**config.mk**
```make
export PLATFORM = sky130hd
export DESIGN_NAME = matrix_regfile_bank_arbiter_core
export DESIGN_NICKNAME = d
export VERILOG_FILES = /design/src/rtl/mrba_pkg.sv /design/src/rtl/mrba_lane.sv /design/src/rtl/mrba_merge.sv /design/src/rtl/matrix_regfile_bank_arbiter_core.sv
export VERILOG_INCLUDE_DIRS = /design/src /design/src/rtl
export SDC_FILE = /design/constraint.sdc
export NUM_CORES = 1
export LEC_CHECK = 0
export ABC_AREA = 1
export BUFFER_PORTS_ARGS = -buffer_cell sky130_fd_sc_hd__buf_2
export CORE_MARGIN = 1.5
export CORE_UTILIZATION = 56
export DETAILED_ROUTE_END_ITERATION = 8
export PLACE_DENSITY = 0.8
export SYNTH_ARGS = -nofsm -noshare
export SYNTH_HDL_FRONTEND = slang
export SYNTH_HIERARCHICAL = 1
export SYNTH_SLANG_ARGS = --single-unit
```
**constraint.sdc**
```tcl
create_clock -name clk_i -period 2.53 [get_ports clk_i]
set_input_delay 0.1265 -clock clk_i [delete_from_list [all_inputs] [get_ports clk_i]]
set_output_delay 0.1265 -clock clk_i [all_outputs]
set_load 0.005 [all_outputs]
```
**src/rtl/matrix_regfile_bank_arbiter_core_macros.svh**
```systemverilog
// ----------------------------------------------------------------------------
// Assertion macros for the register-file bank arbiter.
// Properties are sampled on clk_i and are off while rst_ni is low.
// ----------------------------------------------------------------------------
`ifndef MATRIX_REGFILE_BANK_ARBITER_CORE_MACROS_SVH
`define MATRIX_REGFILE_BANK_ARBITER_CORE_MACROS_SVH

// The property must hold at every clock edge outside reset.
`define MRBA_ASSERT(name, prop, msg) \
  name: assert property (@(posedge clk_i) disable iff (!rst_ni) (prop)) \
    else $error(msg);

// The condition must never be seen at a clock edge outside reset.
`define MRBA_ASSERT_NEVER(name, cond, msg) \
  `MRBA_ASSERT(name, !(cond), msg)

`endif

```
**src/rtl/mrba_pkg.sv**
```systemverilog
// ----------------------------------------------------------------------------
// mrba_pkg
// Shared constants and types of the register-file bank arbiter.
// ----------------------------------------------------------------------------
package mrba_pkg;

  localparam int unsigned Lanes   = 4;
  localparam int unsigned BankW   = 2;
  localparam int unsigned ReasonW = 3;

  localparam logic [BankW-1:0] BankA = 2'd0;
  localparam logic [BankW-1:0] BankB = 2'd1;
  localparam logic [BankW-1:0] BankC = 2'd2;

  typedef enum logic [ReasonW-1:0] {
    RsNone     = 3'd0,
    RsPartial  = 3'd1,
    RsConflict = 3'd2,
    RsWrPrio   = 3'd3,
    RsCRw      = 3'd4
  } reason_e;

  // What one lane found out about its own request.
  typedef struct packed {
    logic partial;
    logic in_a;
    logic in_b;
    logic in_c;
    logic wr;
    logic odd;
  } lane_info_t;

endpackage

```
**src/rtl/mrba_lane.sv**
```systemverilog
// ----------------------------------------------------------------------------
// mrba_lane
// Decodes one lane's request: mask check and bank selection.
// ----------------------------------------------------------------------------
module mrba_lane
  import mrba_pkg::*;
(
  input  logic             valid_i,
  input  logic [BankW-1:0] bank_i,
  input  logic             write_i,
  input  logic             odd_i,
  input  logic             full_i,
  output lane_info_t       info_o
);

  logic elig;

  assign elig = valid_i & full_i;

  always_comb begin
    info_o.partial = valid_i & ~full_i;
    info_o.in_a    = elig && (bank_i == BankA);
    info_o.in_b    = elig && (bank_i == BankB);
    // Bank code three names no bank and drops out here.
    info_o.in_c    = elig && (bank_i == BankC);
    info_o.wr      = write_i;
    info_o.odd     = odd_i;
  end

endmodule

```
**src/rtl/mrba_merge.sv**
```systemverilog
// ----------------------------------------------------------------------------
// mrba_merge
// Combines the lane decodes into per-bank arbitration, grants and reasons.
// ----------------------------------------------------------------------------
module mrba_merge
  import mrba_pkg::*;
(
  input  lane_info_t                   info_i [Lanes],
  output logic [Lanes-1:0]             grant_o,
  output logic [Lanes*ReasonW-1:0]     reason_o
);

  // True when any lane below idx has its bit set in v.
  function automatic logic any_below(input logic [Lanes-1:0] v, input int unsigned idx);
    logic [Lanes-1:0] m;
    m = '0;
    for (int unsigned k = 0; k < Lanes; k++) begin
      m[k] = (k < idx);
    end
    return |(v & m);
  endfunction

  logic [Lanes-1:0] wa, ra, wb, rb, wc, rc, odd;
  logic [Lanes-1:0] wc_first, rc_first;
  logic             c_multi, c_clash, w_odd, r_odd;

  always_comb begin
    for (int unsigned i = 0; i < Lanes; i++) begin
      wa[i]  = info_i[i].in_a &  info_i[i].wr;
      ra[i]  = info_i[i].in_a & ~info_i[i].wr;
      wb[i]  = info_i[i].in_b &  info_i[i].wr;
      rb[i]  = info_i[i].in_b & ~info_i[i].wr;
      wc[i]  = info_i[i].in_c &  info_i[i].wr;
      rc[i]  = info_i[i].in_c & ~info_i[i].wr;
      odd[i] = info_i[i].odd;
    end
    for (int unsigned i = 0; i < Lanes; i++) begin
      wc_first[i] = wc[i] & ~any_below(wc, i);
      rc_first[i] = rc[i] & ~any_below(rc, i);
    end
    c_multi = |(wc & ~wc_first);
    w_odd   = |(wc_first & odd);
    r_odd   = |(rc_first & odd);
    // The first bank C read meets the granted write on the same parity.
    c_clash = (|wc) && (|rc) && (w_odd == r_odd);
  end

  always_comb begin
    reason_e r;
    logic    g;
    for (int unsigned i = 0; i < Lanes; i++) begin
      r = RsNone;
      g = 1'b0;
      if (info_i[i].partial) begin
        r = RsPartial;
      end else if (wa[i]) begin
        if (any_below(wa, i)) r = RsConflict; else g = 1'b1;
      end else if (ra[i]) begin
        if (|wa) r = RsWrPrio;
        else if (any_below(ra, i)) r = RsConflict;
        else g = 1'b1;
      end else if (wb[i]) begin
        if (any_below(wb, i)) r = RsConflict; else g = 1'b1;
      end else if (rb[i]) begin
        if (|wb) r = RsWrPrio;
        else if (any_below(rb, i)) r = RsConflict;
        else g = 1'b1;
      end else if (wc[i]) begin
        if (!wc_first[i]) r = RsConflict;
        else if (c_clash && !c_multi) r = RsCRw;
        else g = 1'b1;
      end else if (rc[i]) begin
        if (!rc_first[i]) r = RsConflict;
        else if (c_clash) r = RsCRw;
        else if (c_multi) r = RsConflict;
        else g = 1'b1;
      end
      grant_o[i] = g;
      reason_o[i*ReasonW +: ReasonW] = r;
    end
  end

endmodule

```
**src/rtl/matrix_regfile_bank_arbiter_core.sv**
```systemverilog
// Lane decode and merge are combinational; results are registered at the output.
// Throughput: one request set per cycle while in_stall_o is low.
// A two-entry output stage (output register plus skid register) keeps input
// accepted while one result waits under out_stall_i.
// Reset (rst_ni low, asynchronous) empties both output entries; no other state.
// ----------------------------------------------------------------------------
// matrix_regfile_bank_arbiter_core
// Register-file bank arbiter: per-lane decode, merge, and a skid output stage.
// ----------------------------------------------------------------------------
`include "matrix_regfile_bank_arbiter_core_macros.svh"

module matrix_regfile_bank_arbiter_core
  import mrba_pkg::*;
(
  input  logic                       clk_i,
  input  logic                       rst_ni,
  input  logic                       in_valid_i,
  output logic                       in_stall_o,
  input  logic [Lanes-1:0]           req_valid_i,
  input  logic [Lanes*BankW-1:0]     req_bank_i,
  input  logic [Lanes-1:0]           req_write_i,
  input  logic [Lanes-1:0]           req_entry_odd_i,
  input  logic [Lanes-1:0]           req_full_mask_i,
  output logic                       out_valid_o,
  input  logic                       out_stall_i,
  output logic [Lanes-1:0]           grant_o,
  output logic [Lanes*ReasonW-1:0]   stall_reason_o
);

  lane_info_t                 info [Lanes];
  logic [Lanes-1:0]           res_grant;
  logic [Lanes*ReasonW-1:0]   res_reason;
  logic [Lanes-1:0]           reason_nz;

  logic                       out_valid_q, out_valid_d;
  logic                       skid_valid_q, skid_valid_d;
  logic [Lanes-1:0]           out_grant_q, out_grant_d, skid_grant_q, skid_grant_d;
  logic [Lanes*ReasonW-1:0]   out_reason_q, out_reason_d, skid_reason_q, skid_reason_d;
  logic                       accept_in, out_free;

  for (genvar i = 0; i < Lanes; i++) begin : g_lane
    mrba_lane u_lane (
      .valid_i (req_valid_i[i]),
      .bank_i  (req_bank_i[i*BankW +: BankW]),
      .write_i (req_write_i[i]),
      .odd_i   (req_entry_odd_i[i]),
      .full_i  (req_full_mask_i[i]),
      .info_o  (info[i])
    );
  end

  mrba_merge u_merge (
    .info_i   (info),
    .grant_o  (res_grant),
    .reason_o (res_reason)
  );

  always_comb begin
    for (int unsigned i = 0; i < Lanes; i++) begin
      reason_nz[i] = |res_reason[i*ReasonW +: ReasonW];
    end
  end

  // The skid entry only fills while the output entry is held, so a full
  // skid entry is the only thing that stops input beats.
  assign in_stall_o = skid_valid_q;
  assign accept_in  = in_valid_i & ~skid_valid_q;
  assign out_free   = ~out_valid_q | ~out_stall_i;

  always_comb begin
    out_valid_d   = out_valid_q;
    out_grant_d   = out_grant_q;
    out_reason_d  = out_reason_q;
    skid_valid_d  = skid_valid_q;
    skid_grant_d  = skid_grant_q;
    skid_reason_d = skid_reason_q;
    if (out_free) begin
      if (skid_valid_q) begin
        out_valid_d  = 1'b1;
        out_grant_d  = skid_grant_q;
        out_reason_d = skid_reason_q;
        skid_valid_d = 1'b0;
      end else begin
        out_valid_d  = accept_in;
        out_grant_d  = res_grant;
        out_reason_d = res_reason;
      end
    end else if (accept_in) begin
      skid_valid_d  = 1'b1;
      skid_grant_d  = res_grant;
      skid_reason_d = res_reason;
    end
  end

  always_ff @(posedge clk_i or negedge rst_ni) begin
    if (!rst_ni) begin
      out_valid_q  <= 1'b0;
      skid_valid_q <= 1'b0;
    end else begin
      out_valid_q  <= out_valid_d;
      skid_valid_q <= skid_valid_d;
    end
  end

  always_ff @(posedge clk_i) begin
    out_grant_q   <= out_grant_d;
    out_reason_q  <= out_reason_d;
    skid_grant_q  <= skid_grant_d;
    skid_reason_q <= skid_reason_d;
  end

  assign out_valid_o    = out_valid_q;
  assign grant_o        = out_grant_q;
  assign stall_reason_o = out_reason_q;

  `MRBA_ASSERT_NEVER(a_skid_without_out, skid_valid_q && !out_valid_q, "skid full, output empty")
  `MRBA_ASSERT(a_skid_fill, $rose(skid_valid_q) |-> $past(out_valid_q && out_stall_i), "skid fill")
  `MRBA_ASSERT_NEVER(a_grant_reason, (res_grant & reason_nz) != '0, "granted lane has a stall reason")

endmodule
```
# Word-level counts from Yosys, hierarchy flattened
# Cells that the tools add are included.
# word_totals
word_cells,237
inputBits,28
out_inout_bits,18
register_bits,34
# op_classes
n_reduce_logical,41
eq_ne,9
muxes,119
bitwise_logic,62
# ops
cell,count
2-to-1 mux 3 bit,42
2-to-1 mux 1 bit,60
bitwise AND 1 bit,39
2-to-1 mux 2 bit,15
OR reduction 4 bit,7
inverter 1 bit,18
OR reduction 3 bit,6
logical AND 1 bit,15
bitwise AND 4 bit,3
2-to-1 mux 12 bit,1
OR reduction 2 bit,6
"equality test 2 x 1 -> 1 bit, second input constant",4
"equality test 2 bit, second input constant",4
zero test 2 bit,4
2-to-1 mux 4 bit,1
inverter 4 bit,1
AND reduction 2 bit,1
nonzero test 2 bit,1
equality test 1 bit,1
zero test 1 bit,1
OR 1 bit,1

# Logic depth before layout (Yosys ltp)
# Gate-level depths: netlist of run 1.
# depth
word_depth,20
mapped_depth,20
depth_no_buf,20

# Hierarchy
# Netlist of run 1, hierarchy kept.
# modules_own_cells
mod,n_inst,cells_per_inst,area_per_inst_um2,seq_area_each_um2
matrix_regfile_bank_arbiter_core,1,92,1277.5,1011.0
mrba_merge,1,203,980.9,0.0
mrba_lane,4,13,56.3,0.0

# Worst setup path after synthesis of run 1
# No wires, ideal clock.
# synth_path
path_kind,register to register
from,register out_valid_q (netlist: out_valid_o)
to,register skid_grant_q[0] (enable)
path_buffers,0
path_stages_with_launch,3
arrival_time_ps,1524
slack_ps,618
setup_ps,389
period_less_slack_ps,1912
required_ps,2141
path_cell_list,dfrtp_1 -> nand2_1 -> nor2_1
# synth_via
elab_chain_cells,4
# synth_rtl
item,line_no,source
"start, declared",matrix_regfile_bank_arbiter_core.sv:35,"logic out_valid_q, out_valid_d;"
"start signal, assigned",matrix_regfile_bank_arbiter_core.sv:100,out_valid_q <= out_valid_d;
inverter 1 bit,matrix_regfile_bank_arbiter_core.sv:68,assign out_free = ~out_valid_q | ~out_stall_i;
OR 1 bit,matrix_regfile_bank_arbiter_core.sv:68,
net out_free,matrix_regfile_bank_arbiter_core.sv:39,"logic accept_in, out_free;"
inverter 1 bit (no line),-,
AND reduction 2 bit (no line),-,
"end signal, assigned",matrix_regfile_bank_arbiter_core.sv:108,skid_grant_q <= skid_grant_d;
"end, declared",matrix_regfile_bank_arbiter_core.sv:37,"logic [Lanes-1:0] out_grant_q, out_grant_d, skid_grant_q, skid_grant_d;"
# The timed path passes the listed nets, and every way through them passes these cells.
# A chain may end at the register's enable or synchronous reset.

==> summary.txt, run 1 <==
STA
  – Endpoints failing hold: 0
  – Rel. slew slack: roughly 53%
  – Worst-Margin Slew: between 700 and 800 ps
  – FMAX: 465 MHz
  – RSZ-0062 raised after global routing: false
  – Setup TNS: 0 ps
  – Hold_ws: ~65 ps
  – Fin. max-slew vios: 0
  – Setup Skew: 7.29 ps
  – Minimum clock period after layout: 2150 ps
  – Setup violators final: 0
  – Final period util: 85.0%

Setup path
  – Worst-path fanout max: 8
  – R2R Setup Slk: 930 ps
  – Slowest CP cell: a2111oi_0
  – Worst flop-to-flop path startpoint: in_stall_o$_DFFE_PN0P_
  – CP Launch Type: input pin
  – Max stage delay on crit path: around 540 ps
  – Worst setup path class: in -> reg
  – Crit path arrival time: 2310 ps
  – Critical path destination: stall_reason_o[5]$_DFFE_PP_
  – R2R Path End: skid_grant_q[0]$_DFFE_PP_
  – CP most frequent cell: nand2_1
  – Critical Path RT: roughly 2700 ps
  – Crit. Startpoint: req_bank_i[2]
  – Critical path, cell by cell: buf_2 > inv_1 > nand2_1 > nor2_1 > nand2_1 > nand2_4 > nor2_2 > inv_2 > nor2_1 > a21oi_1 > nand3_4 > a2111oi_0 > buf_4 > nand2_1 > nand2_1
  – Crit end category: flip-flop
  – Worst Reg2Reg Path Length in Cells: 4

Logic synthesis
  – Top cells by count, synth: 110 x nand2_1, 53 x nor2_1, 48 x inv_1
  – Synth Area in Simple Gates: about 38%
  – Number of synthesized flops with an enable pin: 32
  – Fraction of registers with async set/reset: roughly 5.9%
  – Synth Area in XOR/XNOR: 0%
  – Synth cell types: 38
  – Syn nets: ~380
  – Largest family of logic cells by synthesized area: simple AND/OR/NAND/NOR gates
  – Synth Flop Type: edfxtp_1
  – Seq cells post-synth: 34
  – Gate Count Post-Synth: approximately 350
  – Yosys warns: 6
  – Register area share after synthesis: 40.7%
  – Compound-gate portion of the synthesized area: 8.16%
  – Post-synth top area cell: edfxtp_1
  – Mapped cell area: 2480 µm²
  – Post-synthesis mux area share: 0%
  – Top area cells in the synthesized netlist: edfxtp_1 39%, nand2_1 17%, nor2_1 8.0%
  – Count leader, synth: nand2_1
  – Synth Area in Adders: 0%
  – Post-synth top area share: 38.7%
  – Mapped Avg Cell Area: 7.16 µm²

Die
  – Die Area: roughly 4800 µm²
  – Core ar.: 4320 µm²
  – Initial Util: 57.4%
  – IO Count: 46
  – FP Rows: 24
  – Die Y: 69.6 µm
  – Die X-Extent: around 70 µm

Routing
  – DR iter-0 viols: 141
  – Routed Antenna Nets: 0
  – Routed length per instance: 12.2 µm
  – Vias/cell: 5.13
  – Router iterations before antenna repair: 4
  – Vias: 2,286
  – Routed Wire Length: 5420 µm
  – DRC viols: 0

Place
  – Placed insts: 437
  – Post-DP HPWL: 4300 µm
  – Port Buf Inserts: 45
  – Placer Congestion: 0.942

Clock network
  – Total of cells resized after clock tree synthesis: 0
  – CTS Root Cell: clkbuf_8
  – TritonCTS clock tree: done
  – Later-pin clock latency in the skew report: 280 ps
  – Post-CTS Setup Inserts: 0
  – Inserted Clock Buffers: 5
  – Htree depth: 2
  – Longest Clk Path Bufs: 2
  – Total clock sinks: 34
  – Reg clk slew, reported paths: 70 ps

Cells and area
  – Layout Cells excl Fill: 446
  – Final nets: 421
  – Synthesis-to-finish area growth: 12.9%
  – Layout cells sized above 1: 23.4%
  – Antenna cells: 0
  – Final core utilization: around two thirds

Power
  – Power, Total: 1300 µW
  – Static leakage: 0.00143 µW
  – Pwr Density: about 460 nW/µm²
  – Peak supply drop: 186 µV

Status
  – Outcome: finished, final reports clean

GRT
  – First-pass GRT wire length: 9580 µm
  – Remaining Overflow, GRT: 0
  – Vias in the first global route: 2,182
  – Initial antenna violation count: 0
  – Total GRT Usage: around 24%
  – Largest net degree at the start of global routing: 20

Min path
  – Hold WC Path Type: in -> reg

Flow run
  – Max cap viols: 0
==> cells in the final DEF, fill, tap and decap left out, types with 2 or more instances in the layout <==
cell type  netlist  final
nand2_2         14     14
nand4_1          4      4
nand2_4          2      2
nor2_1          53     53
inv_2            5      5
buf_4            8      6
a31oi_1          4      4
dfrtp_1          2      2
a21oi_1          9      9
a211oi_1         4      4
buf_2            1     45
nand3_1         18     18
clkinv_1         2      2
a21oi_2          3      3
o21ai_0          3      3
inv_1           48     48
clkbuf_8         1      6
edfxtp_1        32     32
nor2_2           4      4
nand2_1        110    110
nand3_2          2      2
==> worst min-delay path by stage <==
stage	startpoint	endpoint	slack, ps	cells past startpoint
after floorplan	rst_ni	in_stall_o$_DFFE_PN0P_	-170	0
after global placement	rst_ni	out_valid_o$_DFFE_PN0P_	-90	1
after detailed placement	rst_ni	in_stall_o$_DFFE_PN0P_	-80	1
after CTS	in_valid_i	out_valid_o$_DFFE_PN0P_	60	3
after global routing	in_valid_i	out_valid_o$_DFFE_PN0P_	80	3
final	in_valid_i	out_valid_o$_DFFE_PN0P_	70	3
==> flip-flops by register name, indices dropped and copies added (netlist names) <==
signal	cells
skid_reason_q	12
stall_reason_o	12
grant_o	4
skid_grant_q	4
in_stall_o	1
out_valid_o	1
==> routing by layer <==
layer / routed length (µm) / part of all wire [%] / global-route usage [%]
met3: 255 / 4.7 / 3.63
met4: 142 / 2.6 / 9.80
met1: 2280 / 42 / 30.1
met5: 0 / 0 / 0
met2: 2750 / 51 / 42.8
==> report_power, final <==
| group | switching [µW] | total [µW] | internal (µW) |
|---|---|---|---|
| sequential | 17.3 | 683 | 666 |
| combinational | 132 | 214 | 81.9 |
| clock | 183 | 402 | 219 |
| total | 332 | 1300 | 967 |
==> logic make-up (layout without fill, tap and decap cells) <==
kind of cell / after synthesis / count (layout)
AO/OA/AOI/OAI: 31 / 31
buffers and inverters: 69 / 116
AND/OR/NAND/NOR: 213 / 213
flip-flops: 34 / 34
==> critical path, delay by kind of cell <==
family	cells	cell delay [ps]
buf+inv	4	440
simple gates	9	980
compound gates	2	770
==> layout make-up <==
class | instances | area, µm²
clock buffers | 7 | 86.3
clock inverters | 1 | 5.00
fillers | 404 | 1520
inverters | 56 | 218
multi-input cells | 244 | 1140
flip-flops and latches | 34 | 1010
well taps | 52 | 65.1
repair buffers | 52 | 280
==> timing repair <==
| item | in CTS | in global routing |
|---|---|---|
| endpoints found under the hold margin | 2 | 0 |
| setup endpoints to repair | 0 | 0 |
| hold buffers | 1 | 0 |
==> through the flow <==
stage                     cell area (µm²)  worst slack, ps
final                                2800              379
after global routing                 2800             2.49
after CTS                            2800              381
after detailed placement             2700              104
after global placement               2700              184
after floorplan                      2480              618
No activity file was read; power rests on OpenSTA's default activity.
==> run 2, diff against run 1 <==
- CORE_MARGIN: 1.5 -> 1
- REMOVE_ABC_BUFFERS: default -> 1
==> summary.txt, run 2 (synthesis gave the netlist of run 1 again) <==
Routing
  – DRC viols: 0
  – Routed Antenna Nets: 0
  – Vias/cell: ~5.3
  – Routed Wire Length: 5560 µm
  – Vias: between 2,000 and 2,500
  – Router iterations before antenna repair: 5
  – DR iter-0 viols: 170
  – Routed length per instance: 12.5 µm

Power
  – Pint: about 940 µW
  – Switching share of power: 25.9%
  – Static leakage: 0.00143 µW
  – Combinational power share: between 10% and 20%
  – Clock power frac: 29.4%
  – Pwr Density: 456 nW/µm²
  – Sequential power share: 53.2%
  – Sw power: 331 µW
  – Peak supply drop: 210 µV

Setup path
  – Crit path arrival time: roughly 2100 ps
  – Worst-path fanout max: 8
  – Max stage delay on crit path: between 200 and 300 ps
  – Crit end category: flip-flop
  – CP most frequent cell: nand2_1
  – Slowest CP cell: o31ai_1
  – Critical path, cell by cell: buf_2 > inv_1 > nand2_1 > nor2_1 > nand2_1 > nand2_4 > nor2_2 > inv_2 > nor2_1 > a21oi_1 > nand3_4 > nor2_4 > nor2_1 > o31ai_1 > inv_1 > nand2_1 > nand2_1
  – Buf+Inv Stages, Crit Path: 4
  – Critical Path RT: 2560 ps
  – Worst setup path class: in -> reg
  – Cell family with most CP delay: simple AND/OR/NAND/NOR gates
  – CP Launch Type: input pin

GRT
  – Remaining Overflow, GRT: 0
  – Initial antenna violation count: 0
  – Vias in the first global route: 2,037
  – Largest net degree at the start of global routing: 20
  – First-pass GRT wire length: 9000 µm
  – Total GRT Usage: 26.5%

Cells and area
  – Multi-input logic area: ~1100 µm²
  – Antenna cells: 0
  – Most frequent cells in the layout: 110 x nand2_1, 53 x nor2_1, 48 x inv_1
  – Register Area: 1010 µm²
  – Fill cells: 375
  – Commonest non-fill, non-tap cell in the layout: nand2_1
  – Final nets: 422
  – Layout cells sized above 1: 23.0%
  – Final core utilization: 68.0%
  – Synthesis-to-finish area growth: 12.6%
  – Finished Cell Area: 2800 µm²

Clock network
  – Longest Clk Path Bufs: 2
  – CTS Root Cell: clkbuf_8
  – Reg clk slew, reported paths: roughly 70 ps
  – Later-pin clock latency in the skew report: 280 ps
  – TritonCTS clock tree: done
  – Htree depth: 2
  – Post-CTS Setup Inserts: 0
  – Total clock sinks: 34
  – Inserted Clock Buffers: 5

Flow run
  – Max cap viols: 0

Place
  – Post-DP HPWL: 4370 µm
  – Port Buf Inserts: 45
  – Placer Congestion: 0.924
  – Placed cell area: 2710 µm²

STA
  – Fin. max-slew vios: 0
  – Rel. slew slack: 64.9%
  – Worst-Margin Slew: 513 ps
  – Endpoints failing hold: 0
  – RSZ-0062 raised after global routing: false
  – FMAX: 483 MHz
  – Final period util: roughly 80%
  – Setup violators final: 0
  – Setup Skew: about 4.8 ps
  – Setup TNS: 0 ps
  – Minimum clock period after layout: 2070 ps

Die
  – Die Y: 68.6 µm
  – FP Rows: 23
  – Core ar.: about 4100 µm²
  – Die Area: approximately 4700 µm²
  – Initial Util: ~60%
  – IO Count: 46
  – Die X-Extent: 68.6 µm

Min path
  – Hold WC Path Type: in -> reg

Status
  – Outcome: finished, final reports clean
==> run 2: cell count changes in the layout (fill, tap and decap cells not counted) <==
cell,delta
buf_4,+1
clkbuf_1,+2
clkbuf_8,-1
clkinv_2,-1
==> run 2: area by class of cell <==
cell class	count	area share (%)
multi-input cells	244	40.7
inverters	56	7.78
well taps	50	2.24
clock buffers	8	2.86
flip-flops and latches	34	36.1
repair buffers	53	10.3
==> run 2: power by group through the flow <==
stage	Clock (µW)	Sequential (µW)	Combinational (µW)
finish	374	678	222
global route	411	683	252
CTS	377	679	222
detailed placement	0	691	219
global placement	0	688	215
floorplan	0	699	114
==> run 2: repair_timing <==
action | 4_1_cts | 5_1_grt
resized for setup | 0 | 0
endpoints found under the hold margin | 2 | 0
hold buffers | 1 | 0
==> run 2: final timing paths <==
path | cells past startpoint | slack, ps | end | start
worst min-delay path | 3 | 60 | out_valid_o$_DFFE_PN0P_ | in_valid_i
worst max-delay path | 17 | 460 | grant_o[1]$_DFFE_PP_ | req_bank_i[2]
max in group asynchronous | 2 | 2240 | in_stall_o$_DFFE_PN0P_ | rst_ni
min in group asynchronous | 2 | 190 | out_valid_o$_DFFE_PN0P_ | rst_ni
worst min register to register | 2 | 520 | stall_reason_o[0]$_DFFE_PP_ | skid_reason_q[0]$_DFFE_PP_
worst max register to register | 4 | 1230 | skid_reason_q[1]$_DFFE_PP_ | out_valid_o$_DFFE_PN0P_
==> run 2: per-stage QoR <==
stage	std cells	worst slack [ps]	hold WS, ps	total power (µW)
finish	445	461	63.8	1270
global route	445	177	68.7	1350
CTS	445	468	60.1	1280
detailed placement	436	200	-86.2	910
global placement	436	214	-87.5	903
floorplan	334	618	-169	813
==> run 2: worst register-to-register path, stage by stage (launching register included) <==
cell and delay [ps]:
dfrtp_1 350, nand2_1 60, buf_4 210, nor2_1 130, buf_4 240
==> run 2: metal layers <==
metal  track usage (%)  wire length (µm)
met2              45.6              2670
met5                 0                 0
met3              4.77               303
met1              32.5              2440
met4              10.4               148
